File: src/rtl/ufpd_pkg.sv
package ufpd_pkg;

  localparam int unsigned BYTE_W  = 8;
  localparam int unsigned LEN_W   = 12;
  localparam int unsigned MAX_LEN = 2048;
  // count saturates at the smaller of MAX_LEN and the field's top value
  localparam int unsigned LEN_CAP = (MAX_LEN < 4095) ? MAX_LEN : 4095;
  localparam int unsigned Q_DEPTH = 2;
  localparam int unsigned CMD_BYTES = 3;

  localparam logic [BYTE_W-1:0] CH_NUL   = 8'd0;
  localparam logic [BYTE_W-1:0] CH_LF    = 8'd10;
  localparam logic [BYTE_W-1:0] CH_SPACE = 8'd32;
  localparam logic [BYTE_W-1:0] CH_PCT   = 8'd37;
  localparam logic [BYTE_W-1:0] CH_AMP   = 8'd38;
  localparam logic [BYTE_W-1:0] CH_PLUS  = 8'd43;
  localparam logic [BYTE_W-1:0] CH_LT    = 8'd60;
  localparam logic [BYTE_W-1:0] CH_GT    = 8'd62;

  localparam logic KIND_DATA = 1'b0;
  localparam logic KIND_END  = 1'b1;

  typedef struct packed {
    logic [BYTE_W-1:0] in_byte;
    logic              in_last;
  } in_item_t;

  typedef struct packed {
    logic              out_kind;
    logic [BYTE_W-1:0] out_byte;
    logic [LEN_W-1:0]  out_length;
  } out_item_t;

  // one item's worth of work: up to three data bytes, then an optional end
  typedef struct packed {
    logic [1:0]                        n_data;
    logic [CMD_BYTES-1:0][BYTE_W-1:0] data_bytes;
    logic                              has_end;
  } cmd_t;

  function automatic logic hex_ok(input logic [BYTE_W-1:0] c);
    return (c >= "0" && c <= "9") || (c >= "A" && c <= "F") || (c >= "a" && c <= "f");
  endfunction

  function automatic logic [3:0] hex_val(input logic [BYTE_W-1:0] c);
    logic [BYTE_W-1:0] v;
    if (c >= "0" && c <= "9") begin
      v = c - 8'd48;
    end else if (c >= "A" && c <= "F") begin
      v = c - 8'd55;
    end else begin
      v = c - 8'd87;
    end
    return v[3:0];
  endfunction

endpackage

File: src/rtl/ufpd_front.sv
module ufpd_front (
  input  logic              clk_i,
  input  logic              rst_ni,
  input  logic              in_valid_i,
  output logic              in_ready_o,
  input  ufpd_pkg::in_item_t in_item_i,
  input  logic              q_full_i,
  output logic              q_push_o,
  output ufpd_pkg::cmd_t    q_cmd_o
);
  import ufpd_pkg::*;

  localparam logic [1:0] MODE_NORMAL = 2'd0;
  localparam logic [1:0] MODE_PCT    = 2'd1;
  localparam logic [1:0] MODE_PCT1   = 2'd2;
  localparam logic [1:0] MODE_ENDED  = 2'd3;

  logic [1:0]        mode_q, mode_d;
  logic [BYTE_W-1:0] held_q, held_d;
  logic              accept;
  cmd_t              cmd;
  logic [BYTE_W-1:0] b;
  logic              term;

  assign in_ready_o = !q_full_i;
  assign accept     = in_valid_i && in_ready_o;
  assign b          = in_item_i.in_byte;
  assign term       = (b == CH_AMP) || (b == CH_LT) || (b == CH_GT) ||
                      (b == CH_LF) || (b == CH_NUL);

  always_comb begin
    mode_d = mode_q;
    held_d = held_q;
    cmd    = '0;
    unique case (mode_q)
      MODE_NORMAL: begin
        if (b == CH_PLUS) begin
          cmd.data_bytes[cmd.n_data] = CH_SPACE;
          cmd.n_data = cmd.n_data + 2'd1;
        end else if (b == CH_PCT) begin
          mode_d = MODE_PCT;
        end else if (term) begin
          cmd.has_end = 1'b1;
          mode_d      = MODE_ENDED;
        end else begin
          cmd.data_bytes[cmd.n_data] = b;
          cmd.n_data = cmd.n_data + 2'd1;
        end
      end
      MODE_PCT: begin
        if (b == CH_NUL) begin
          cmd.data_bytes[cmd.n_data] = CH_PCT;
          cmd.n_data  = cmd.n_data + 2'd1;
          cmd.has_end = 1'b1;
          mode_d      = MODE_ENDED;
        end else begin
          held_d = b;
          mode_d = MODE_PCT1;
        end
      end
      MODE_PCT1: begin
        mode_d = MODE_NORMAL;
        held_d = '0;
        if (hex_ok(held_q) && hex_ok(b)) begin
          cmd.data_bytes[cmd.n_data] = {hex_val(held_q), hex_val(b)};
          cmd.n_data = cmd.n_data + 2'd1;
        end else begin
          // bad escape goes out raw
          cmd.data_bytes[cmd.n_data] = CH_PCT;
          cmd.n_data = cmd.n_data + 2'd1;
          cmd.data_bytes[cmd.n_data] = held_q;
          cmd.n_data = cmd.n_data + 2'd1;
          if (b == CH_NUL) begin
            cmd.has_end = 1'b1;
            mode_d      = MODE_ENDED;
          end else begin
            cmd.data_bytes[cmd.n_data] = b;
            cmd.n_data = cmd.n_data + 2'd1;
          end
        end
      end
      default: begin
      end
    endcase

    if (in_item_i.in_last) begin
      // a cut-off escape flushes what it holds, then the string ends
      unique case (mode_d)
        MODE_PCT: begin
          cmd.data_bytes[cmd.n_data] = CH_PCT;
          cmd.n_data  = cmd.n_data + 2'd1;
          cmd.has_end = 1'b1;
        end
        MODE_PCT1: begin
          cmd.data_bytes[cmd.n_data] = CH_PCT;
          cmd.n_data = cmd.n_data + 2'd1;
          cmd.data_bytes[cmd.n_data] = held_d;
          cmd.n_data  = cmd.n_data + 2'd1;
          cmd.has_end = 1'b1;
        end
        MODE_NORMAL: cmd.has_end = 1'b1;
        default: begin
        end
      endcase
      mode_d = MODE_NORMAL;
      held_d = '0;
    end
  end

  assign q_cmd_o  = cmd;
  assign q_push_o = accept && ((cmd.n_data != 2'd0) || cmd.has_end);

  always_ff @(posedge clk_i or negedge rst_ni) begin
    if (!rst_ni) begin
      mode_q <= MODE_NORMAL;
      held_q <= '0;
    end else if (accept) begin
      mode_q <= mode_d;
      held_q <= held_d;
    end
  end

endmodule

File: src/rtl/ufpd_fifo.sv
module ufpd_fifo #(
  parameter int unsigned DEPTH = ufpd_pkg::Q_DEPTH
) (
  input  logic           clk_i,
  input  logic           rst_ni,
  input  logic           push_i,
  input  ufpd_pkg::cmd_t push_cmd_i,
  output logic           full_o,
  input  logic           pop_i,
  output logic           valid_o,
  output ufpd_pkg::cmd_t head_o
);
  import ufpd_pkg::*;

  localparam int unsigned PTR_W = (DEPTH > 1) ? $clog2(DEPTH) : 1;
  localparam int unsigned CNT_W = $clog2(DEPTH + 1);
  localparam logic [PTR_W-1:0] PTR_LAST = PTR_W'(DEPTH - 1);
  localparam logic [CNT_W-1:0] CNT_FULL = CNT_W'(DEPTH);

  cmd_t             mem_q [DEPTH];
  logic [PTR_W-1:0] wr_q, rd_q;
  logic [CNT_W-1:0] cnt_q;
  logic             do_push, do_pop;

  assign full_o  = (cnt_q == CNT_FULL);
  assign valid_o = (cnt_q != '0);
  assign head_o  = mem_q[rd_q];
  assign do_push = push_i && !full_o;
  assign do_pop  = pop_i && valid_o;

  always_ff @(posedge clk_i) begin
    if (do_push) begin
      mem_q[wr_q] <= push_cmd_i;
    end
  end

  always_ff @(posedge clk_i or negedge rst_ni) begin
    if (!rst_ni) begin
      wr_q  <= '0;
      rd_q  <= '0;
      cnt_q <= '0;
    end else begin
      if (do_push) begin
        wr_q <= (wr_q == PTR_LAST) ? '0 : wr_q + PTR_W'(1);
      end
      if (do_pop) begin
        rd_q <= (rd_q == PTR_LAST) ? '0 : rd_q + PTR_W'(1);
      end
      if (do_push && !do_pop) begin
        cnt_q <= cnt_q + CNT_W'(1);
      end else if (do_pop && !do_push) begin
        cnt_q <= cnt_q - CNT_W'(1);
      end
    end
  end

endmodule

File: src/rtl/ufpd_back.sv
module ufpd_back (
  input  logic                clk_i,
  input  logic                rst_ni,
  input  logic                cmd_valid_i,
  input  ufpd_pkg::cmd_t      cmd_i,
  output logic                cmd_pop_o,
  output logic                out_valid_o,
  input  logic                out_ready_i,
  output ufpd_pkg::out_item_t out_item_o
);
  import ufpd_pkg::*;

  localparam logic [LEN_W-1:0] CAP = LEN_W'(LEN_CAP);

  logic [1:0]       idx_q;
  logic [LEN_W-1:0] count_q;
  logic             out_valid_q;
  out_item_t        out_q;
  logic             load;
  logic [2:0]       total;
  logic             final_one;
  logic             is_data;

  assign total     = {1'b0, cmd_i.n_data} + {2'b00, cmd_i.has_end};
  assign final_one = ({1'b0, idx_q} + 3'd1) == total;
  assign is_data   = idx_q < cmd_i.n_data;
  assign load      = cmd_valid_i && (!out_valid_q || out_ready_i);
  assign cmd_pop_o = load && final_one;

  always_ff @(posedge clk_i) begin
    if (load) begin
      if (is_data) begin
        out_q.out_kind   <= KIND_DATA;
        out_q.out_byte   <= cmd_i.data_bytes[idx_q];
        out_q.out_length <= '0;
      end else begin
        out_q.out_kind   <= KIND_END;
        out_q.out_byte   <= '0;
        out_q.out_length <= count_q;
      end
    end
  end

  always_ff @(posedge clk_i or negedge rst_ni) begin
    if (!rst_ni) begin
      idx_q       <= '0;
      count_q     <= '0;
      out_valid_q <= 1'b0;
    end else begin
      if (load) begin
        out_valid_q <= 1'b1;
        idx_q       <= final_one ? 2'd0 : idx_q + 2'd1;
        if (!is_data) begin
          count_q <= '0;
        end else if (count_q < CAP) begin
          count_q <= count_q + LEN_W'(1);
        end
      end else if (out_ready_i) begin
        out_valid_q <= 1'b0;
      end
    end
  end

  assign out_valid_o = out_valid_q;
  assign out_item_o  = out_q;

endmodule

File: src/rtl/url_form_percent_decoder.sv
// Form-encoded text decoder. One raw byte enters per item; in_last marks the
// final byte of a field. '+' becomes a space, %XY with two hex digits of
// either case becomes one byte, and a bad escape is passed through raw as
// '%' and its two characters. '&', '<', '>', newline or a zero byte ends the
// string with an end item carrying the decoded length (saturating at 2048);
// after that, bytes are dropped until the flagged byte. The front decoder turns
// each input item combinationally into a command of up to three data bytes
// plus an optional end marker; a command queue (two entries by default) feeds
// the back end, which emits one result item per cycle, while the output is not
// stalled, from a registered output stage. Sustained rate is one input item per
// cycle while each yields at most one result and the output is not stalled; an
// item that yields several results holds the back end until all are emitted,
// and the queue lets the front keep accepting during that time until it fills.
module url_form_percent_decoder #(
  parameter int unsigned QUEUE_DEPTH = ufpd_pkg::Q_DEPTH
) (
  input  logic                clk_i,
  input  logic                rst_ni,
  input  logic                in_valid_i,
  output logic                in_ready_o,
  input  ufpd_pkg::in_item_t  in_item_i,
  output logic                out_valid_o,
  input  logic                out_ready_i,
  output ufpd_pkg::out_item_t out_item_o
);
  import ufpd_pkg::*;

  // front to queue
  logic q_push, q_full;
  cmd_t q_wr_cmd;
  // queue to back end
  logic q_valid, q_pop;
  cmd_t q_head;

  // classification and escape state
  ufpd_front u_front (
    .clk_i      (clk_i),
    .rst_ni     (rst_ni),
    .in_valid_i (in_valid_i),
    .in_ready_o (in_ready_o),
    .in_item_i  (in_item_i),
    .q_full_i   (q_full),
    .q_push_o   (q_push),
    .q_cmd_o    (q_wr_cmd)
  );

  // decouples the two sides so either may stall alone
  ufpd_fifo #(
    .DEPTH (QUEUE_DEPTH)
  ) u_fifo (
    .clk_i      (clk_i),
    .rst_ni     (rst_ni),
    .push_i     (q_push),
    .push_cmd_i (q_wr_cmd),
    .full_o     (q_full),
    .pop_i      (q_pop),
    .valid_o    (q_valid),
    .head_o     (q_head)
  );

  // serialises commands into items and keeps the length count
  ufpd_back u_back (
    .clk_i       (clk_i),
    .rst_ni      (rst_ni),
    .cmd_valid_i (q_valid),
    .cmd_i       (q_head),
    .cmd_pop_o   (q_pop),
    .out_valid_o (out_valid_o),
    .out_ready_i (out_ready_i),
    .out_item_o  (out_item_o)
  );

endmodule

File: config.mk
export PLATFORM = sky130hd
export DESIGN_NAME = url_form_percent_decoder
export DESIGN_NICKNAME = d
export VERILOG_FILES = /design/src/rtl/ufpd_pkg.sv /design/src/rtl/ufpd_front.sv /design/src/rtl/ufpd_fifo.sv /design/src/rtl/ufpd_back.sv /design/src/rtl/url_form_percent_decoder.sv
export SDC_FILE = /design/constraint.sdc
export NUM_CORES = 1
export LEC_CHECK = 0
export BUFFER_PORTS_ARGS = -buffer_cell sky130_fd_sc_hd__buf_2
export CORE_MARGIN = 3
export CORE_UTILIZATION = 50
export DETAILED_ROUTE_END_ITERATION = 6
export PLACE_DENSITY_LB_ADDON = 0.3
export SETUP_SLACK_MARGIN = 0.05
export SLEW_MARGIN = 0
export SYNTH_ARGS = -nofsm -noshare
export SYNTH_HDL_FRONTEND = slang
export SYNTH_SLANG_ARGS = --single-unit
File: constraint.sdc
create_clock -name clk_i -period 5.23 [get_ports clk_i]
set_input_delay 0.523 -clock clk_i [delete_from_list [all_inputs] [get_ports clk_i]]
set_output_delay 0.523 -clock clk_i [all_outputs]
set_load 0.01 [all_outputs]
Word level (Yosys, flattened, before mapping)
Memories as Yosys holds them, arrays and structs flattened.
Cells that the tools add are included.
{ "word_totals": {"reg_bits": 50, "latchBits": 0, "mem_bits_rw": 54, "rom_bits": 0, "in_bits": 13, "out_inout_bits": 23, "word_cells": 159, "memories": 1} }
{ "mem_list": {"columns": ["name", "words", "width", "rd", "rd_clocked_by_memory_dff", "wr", "line", "text"], "rows": [
  ["u_fifo.mem_q", 2, 27, 1, 0, 1, "ufpd_fifo.sv:20", "cmd_t mem_q [DEPTH];"]
]} }
{ "op_classes": {"n_addsub": 16, "n_mul": 0, "div_mod_pow": 0, "n_lt_le_gt_ge": 19, "eq_ne": 13, "n_shift": 0, "mux": 56, "bitwise_logic": 3, "reduce_logical": 40} }
{ "ops": {"columns": ["cell", "count"], "rows": [
  ["8-bit 2-to-1 mux", 8],
  ["26-bit one-hot mux with 2 select lines", 1],
  ["8-bit by 6-bit equality test with 1-bit output (second input constant)", 5],
  ["8-bit demux with 2-bit select", 2],
  ["8-bit by 7-bit >= comparator with 1-bit output (second input constant)", 4],
  ["8-bit by 7-bit <= comparator with 1-bit output (second input constant)", 4],
  ["16-bit 2-to-1 mux", 2],
  ["27-bit 2-to-1 mux", 1],
  ["9-bit one-hot mux with 3 select lines", 1],
  ["24-bit bitwise mux", 1],
  ["12-bit 2-to-1 mux", 2],
  ["2-bit 2-to-1 mux", 12],
  ["21-bit 2-to-1 mux", 1],
  ["9-bit 2-to-1 mux", 2],
  ["1-bit logical AND", 17],
  ["8-bit binary-select mux with 2-bit select", 1],
  ["8-bit by 6-bit >= comparator with 1-bit output (second input constant)", 2],
  ["8-bit by 6-bit <= comparator with 1-bit output (second input constant)", 2],
  ["4-bit 2-to-1 mux", 4],
  ["8-bit one-hot mux with 2 select lines", 1],
  ["4-bit by 3-bit subtractor with 4-bit output (second input constant)", 4],
  ["15-bit AND", 1],
  ["15-bit NOT", 1],
  ["1-bit 2-to-1 mux", 14],
  ["26 further kinds", 54]
]} }

Logic depth before layout (Yosys ltp)
{ "logic_depth": {"word_depth": 26, "depth_mapped": 22, "ltp_nobuf": 20} }

Modules after synthesis
Synthesis repeated with hierarchy kept, for this count alone.
{ "unflattened": {"cells_unflattened": 558, "hier_area_um2": 6228.5} }
{ "by_module_without_submodules": {"columns": ["mod", "n_inst", "cells_each", "area_per_inst_um2", "seq_area_each_um2"], "rows": [
  ["ufpd_fifo", 1, 103, 2248.4, 1721.7],
  ["ufpd_front", 1, 295, 2188.3, 250.2],
  ["ufpd_back", 1, 160, 1791.7, 1006.0]
]} }

Least setup slack after synthesis
No wires, ideal clock.
{ "synth_path": {"kind": "input to register", "from": "input in_item_i[6] (netlist bit)", "to": "memory u_fifo.mem_q[0][0] (netlist bit), enable pin", "setup_ps": 411, "t_arrival_ps": 4554, "required_ps": 4819, "slack_ps": 265, "path_stages": 18, "path_buffers": 4, "cell_sequence": "buf_6 or3b_1 buf_6 a211o_4 o31ai_2 a21bo_1 buf_6 nor2_1 o32ai_2 inv_1 ha_1 and2_1 clkbuf_1 nand2_1 nor3_1 a211oi_2 a21oi_2 nor2_1"} }
{ "synth_between": {"elab_chain_len": 19, "word_cells_on_any_way": 59, "classes_between": "add/sub (2); order compare (6); eq/ne (8); mux (26); reduce/logical (17)"} }
{ "synth_lines": {"columns": ["item", "line", "text"], "rows": [
  ["start, declared", "url_form_percent_decoder.sv:21", "input ufpd_pkg::in_item_t in_item_i,"],
  ["branches (longest 12 deep; another with 8-bit by 6-bit >= comparator with 1-bit output)", null, null],
  ["27-bit 2-to-1 mux *", "ufpd_front.sv:86", "if (in_item_i.in_last) begin"],
  ["2-bit nonzero test", "ufpd_front.sv:111", "assign q_push_o = accept && ((cmd.n_data != 2'd0) || cmd.has_end);"],
  ["1-bit logical OR *", "ufpd_front.sv:111", null],
  ["1-bit logical AND *", "ufpd_front.sv:111", null],
  ["1-bit logical AND *", "ufpd_fifo.sv:28", "assign do_push = push_i && !full_o;"],
  ["1-bit 2-to-1 mux *", "ufpd_fifo.sv:32", "if (do_push) begin"],
  ["1-bit 2-to-1 mux (implied by the code) *", "ufpd_fifo.sv:33", "mem_q[wr_q] <= push_cmd_i;"],
  ["end, declared", "ufpd_fifo.sv:20", null]
]} }
Mark *: on every way between the ends.

Worst setup path in the final report
{ "layout_path": {"from": "input in_item_i[2] (netlist bit)", "to": "memory u_fifo.mem_q[0][2] (netlist bit), enable pin"} }
Same word-level chain as after synthesis.

==> results.cfg <==
[sta]
hold_viol = 0
maxSlewHeadroom = 0.3757
rsz0062_at_grt = no
period_share = 0.7851
tns_ns = 0
setup_viol = 0
maxSlewViolCount = 0
fin_crit_ns = 4.106
fin_skew_ns = 0.01381
tightest_slew_ns = 0.9355
fmax_mhz = 243.5

[routing]
vias = 4213
drtIter0Drc = 377
totalWireLength_um = 13320
drcViolationCount = 0
wl_per_cell_um = 19.05
via_per_inst = 6.027
detail-route-antenna-nets = 0
drt_pass1_iterations = 5

[worst_setup_path]
path_cells = buf_2 -> inv_1 -> ha_1 -> or4bb_1 -> o21ai_0 -> a22oi_1 -> o32ai_2 -> inv_1 -> ha_1 -> and2_1 -> nand2_1 -> buf_4 -> nor3_1 -> a211oi_2 -> a21oi_2 -> nor2_2 -> buf_12
worst-r2r-cell-count = 18
startpoint = in_item_i[2]
cp_max_fo = 21
cp_top_family = compound AO/OA/AOI/OAI gates
startpoint_type = primary input
worstPathArrival_ns = 4.14
crit_buf_inv = 5
r2r_slack_ns = 1.14
critPathCapture = u_fifo.mem_q[0][2]
worstSetupEndpointType = flip-flop
r2r_end = u_fifo.mem_q[0][2]
critical_path_depth = 17
critPathRequiredTime_ns = 5.27
crit_slowest_cell = or4bb_1
critPathKind = in2reg
r2r-start = u_front.held_q[0]
slowest_delay_ns = 0.53

[clock_network]
cts-root-buf = clkbuf_16
cts.clk_slew.worst_paths_ns = 0.07
post_cts_buffers = 0
tritoncts_num_sinks = 104
cts_buffers = 9
postCtsHoldBufs = 0
clk_latency_ns = 0.34
cts_resized = 0
cts.htree.levels = 3
cts_buffer_depth = 2
cts_tree = done

[die]
num_rows = 38
io_pins = 36
die_h_um = 113.6
start_util = 0.5221
fp.coreArea_um2 = 11080
dieWidth_um = 113.6
die_area_um2 = 12890

[finish]
n_fill_cell = 931
drive_gt1_frac = 0.1843
area_growth_pct = 9.561
multi_input_area_um2 = 2555
seq_area_um2 = 2978
final_nets = 593
n_antenna_cell = 0

[global_routing]
grt_usage = 0.2139
grt_remaining_overflow = 0
grt_pass1_wl_um = 21450
grt_start_max_net_pins = 30
antenna_found_initial = 0
grt_pass1_vias = 4060

[yosys]
ys_warn_count = 0
synth_top_flop_cell = edfxtp_1
ys_top_cells_by_count = edfxtp_1, nor2_1, nand2_1, o21ai_0, a21oi_1
netlist.area_leader.share = 0.3894
async_flop_share = 0.2788
ys_types = 73
synth_area_leaders = edfxtp_1, dfrtp_1, ha_1
synth-seq-cells = 104
seq_area_frac_synth = 0.5148
avgSynthCellArea_um2 = 10.96
synth_area_um2 = 5784
synth_top_area_cell = edfxtp_1
synth_edf_count = 75
syn-num-nets = 567
yosysMostFrequentCell = edfxtp_1
syn_inst = 528

[pwr]
seqPwrFrac = 0.434
intPower_uw = 2014
power_frac_comb = 0.360
ir_drop_v = 0.0003485
swShare = 0.3430
p_sw_uw = 1052
leakage_uw = 0.002465
power.density_nw_per_um2 = 483.8
report.power.total_uw = 3066
clkPwrFrac = 0.206

[run_status]
status = complete, no violations

[hold_path]
min_path_type = in2async

[placement]
dp_hpwl_um = 9945
place.port_buffers = 35
place.gp.congestion = 0.9728

[job]
drv_cap = 0
[how the worst min path moves through the flow]
stage                                     to  slack, ns  depth (start not counted)
after floorplan            u_back.count_q[0]       0.23                          0
after global placement    u_back.out_valid_o       0.50                          2
after detailed placement  u_back.out_valid_o       0.50                          2
after CTS                  u_front.held_q[1]       0.22                          1
after global routing       u_front.held_q[7]       0.25                          1
final                      u_front.held_q[1]       0.21                          1
[state kept, by name, summed over array words and instances, names as in the netlist]
name	count
u_fifo.cnt_q	2
u_back.idx_q	2
u_front.held_q	8
u_front.mode_q	2
u_back.out_item_o	21
u_fifo.rd_q	1
u_fifo.mem_q	54
u_back.out_valid_o	1
u_fifo.wr_q	1
u_back.count_q	12
[metal layers]
layer  vias to the layer above  GRT usage  share of wire
li1                       1985          -              -
met1                      2048     0.2913           0.45
met2                       145     0.3333           0.46
met3                        35    0.03501          0.044
met4                         0     0.1074          0.043
met5                         -          0              0
[through the flow]
stage,instance area (um2),hold slack [ns],cells,worst slack [ns],utilization
final,6337,0.2061,699,1.124,0.5721
after global routing,6337,0.2518,699,0.8823,0.5721
after CTS,6337,0.2198,699,1.145,0.5721
after detailed placement,6045,0.4982,683,0.8128,0.5456
after global placement,6045,0.4952,683,0.9964,0.5456
after floorplan,5784,0.2274,528,0.2647,-
[layout make-up]
class / count / area share
Clock inverter: 5 / 0.004541
Tap cell: 140 / 0.02764
Timing Repair Buffer: 41 / 0.03672
Multi-Input combinational cell: 371 / 0.4032
Inverter: 27 / 0.01639
Clock buffer: 11 / 0.04166
Sequential cell: 104 / 0.4699
[cells in the final DEF, fill, tap and decap left out, types with 4 or more instances in the layout]
cell type / synthesis / final
buf_2: 1 / 35
clkinv_2: 0 / 4
mux4_2: 8 / 8
a22oi_1: 19 / 19
nand2b_1: 4 / 4
ha_1: 26 / 26
nand3_1: 11 / 11
xor2_1: 12 / 12
dfrtp_1: 29 / 29
edfxtp_1: 75 / 75
o22ai_1: 11 / 11
buf_4: 0 / 5
xnor2_1: 6 / 6
mux2_2: 12 / 12
nor2_1: 54 / 52
clkbuf_16: 0 / 10
nand2_1: 49 / 49
a31oi_1: 7 / 7
nor3_1: 9 / 9
a211oi_1: 5 / 5
and2_1: 13 / 13
o21ai_0: 32 / 32
inv_1: 24 / 24
a21oi_1: 31 / 31
[kinds of logic after synthesis]
kind of cell	count (synthesis)	share of synthesized area
buffers and inverters	53	0.04434
XOR/XNOR	19	0.03007
adder cells (fa/ha/maj)	26	0.05624
multiplexers	23	0.05970
AND/OR/NAND/NOR	168	0.1408
flip-flops	104	0.5148
AO/OA/AOI/OAI	135	0.1540
[power by group through the flow]
| stage | Clock (uW) | Combinational (uW) | Sequential (uW) |
|---|---|---|---|
| floorplan | 0 | 781 | 1340 |
| global placement | 0 | 1070 | 1340 |
| detailed placement | 0 | 1100 | 1350 |
| CTS | 650 | 1100 | 1330 |
| global route | 681 | 1200 | 1360 |
| finish | 633 | 1100 | 1330 |
Note: power is estimated with default switching activity, not from simulation.
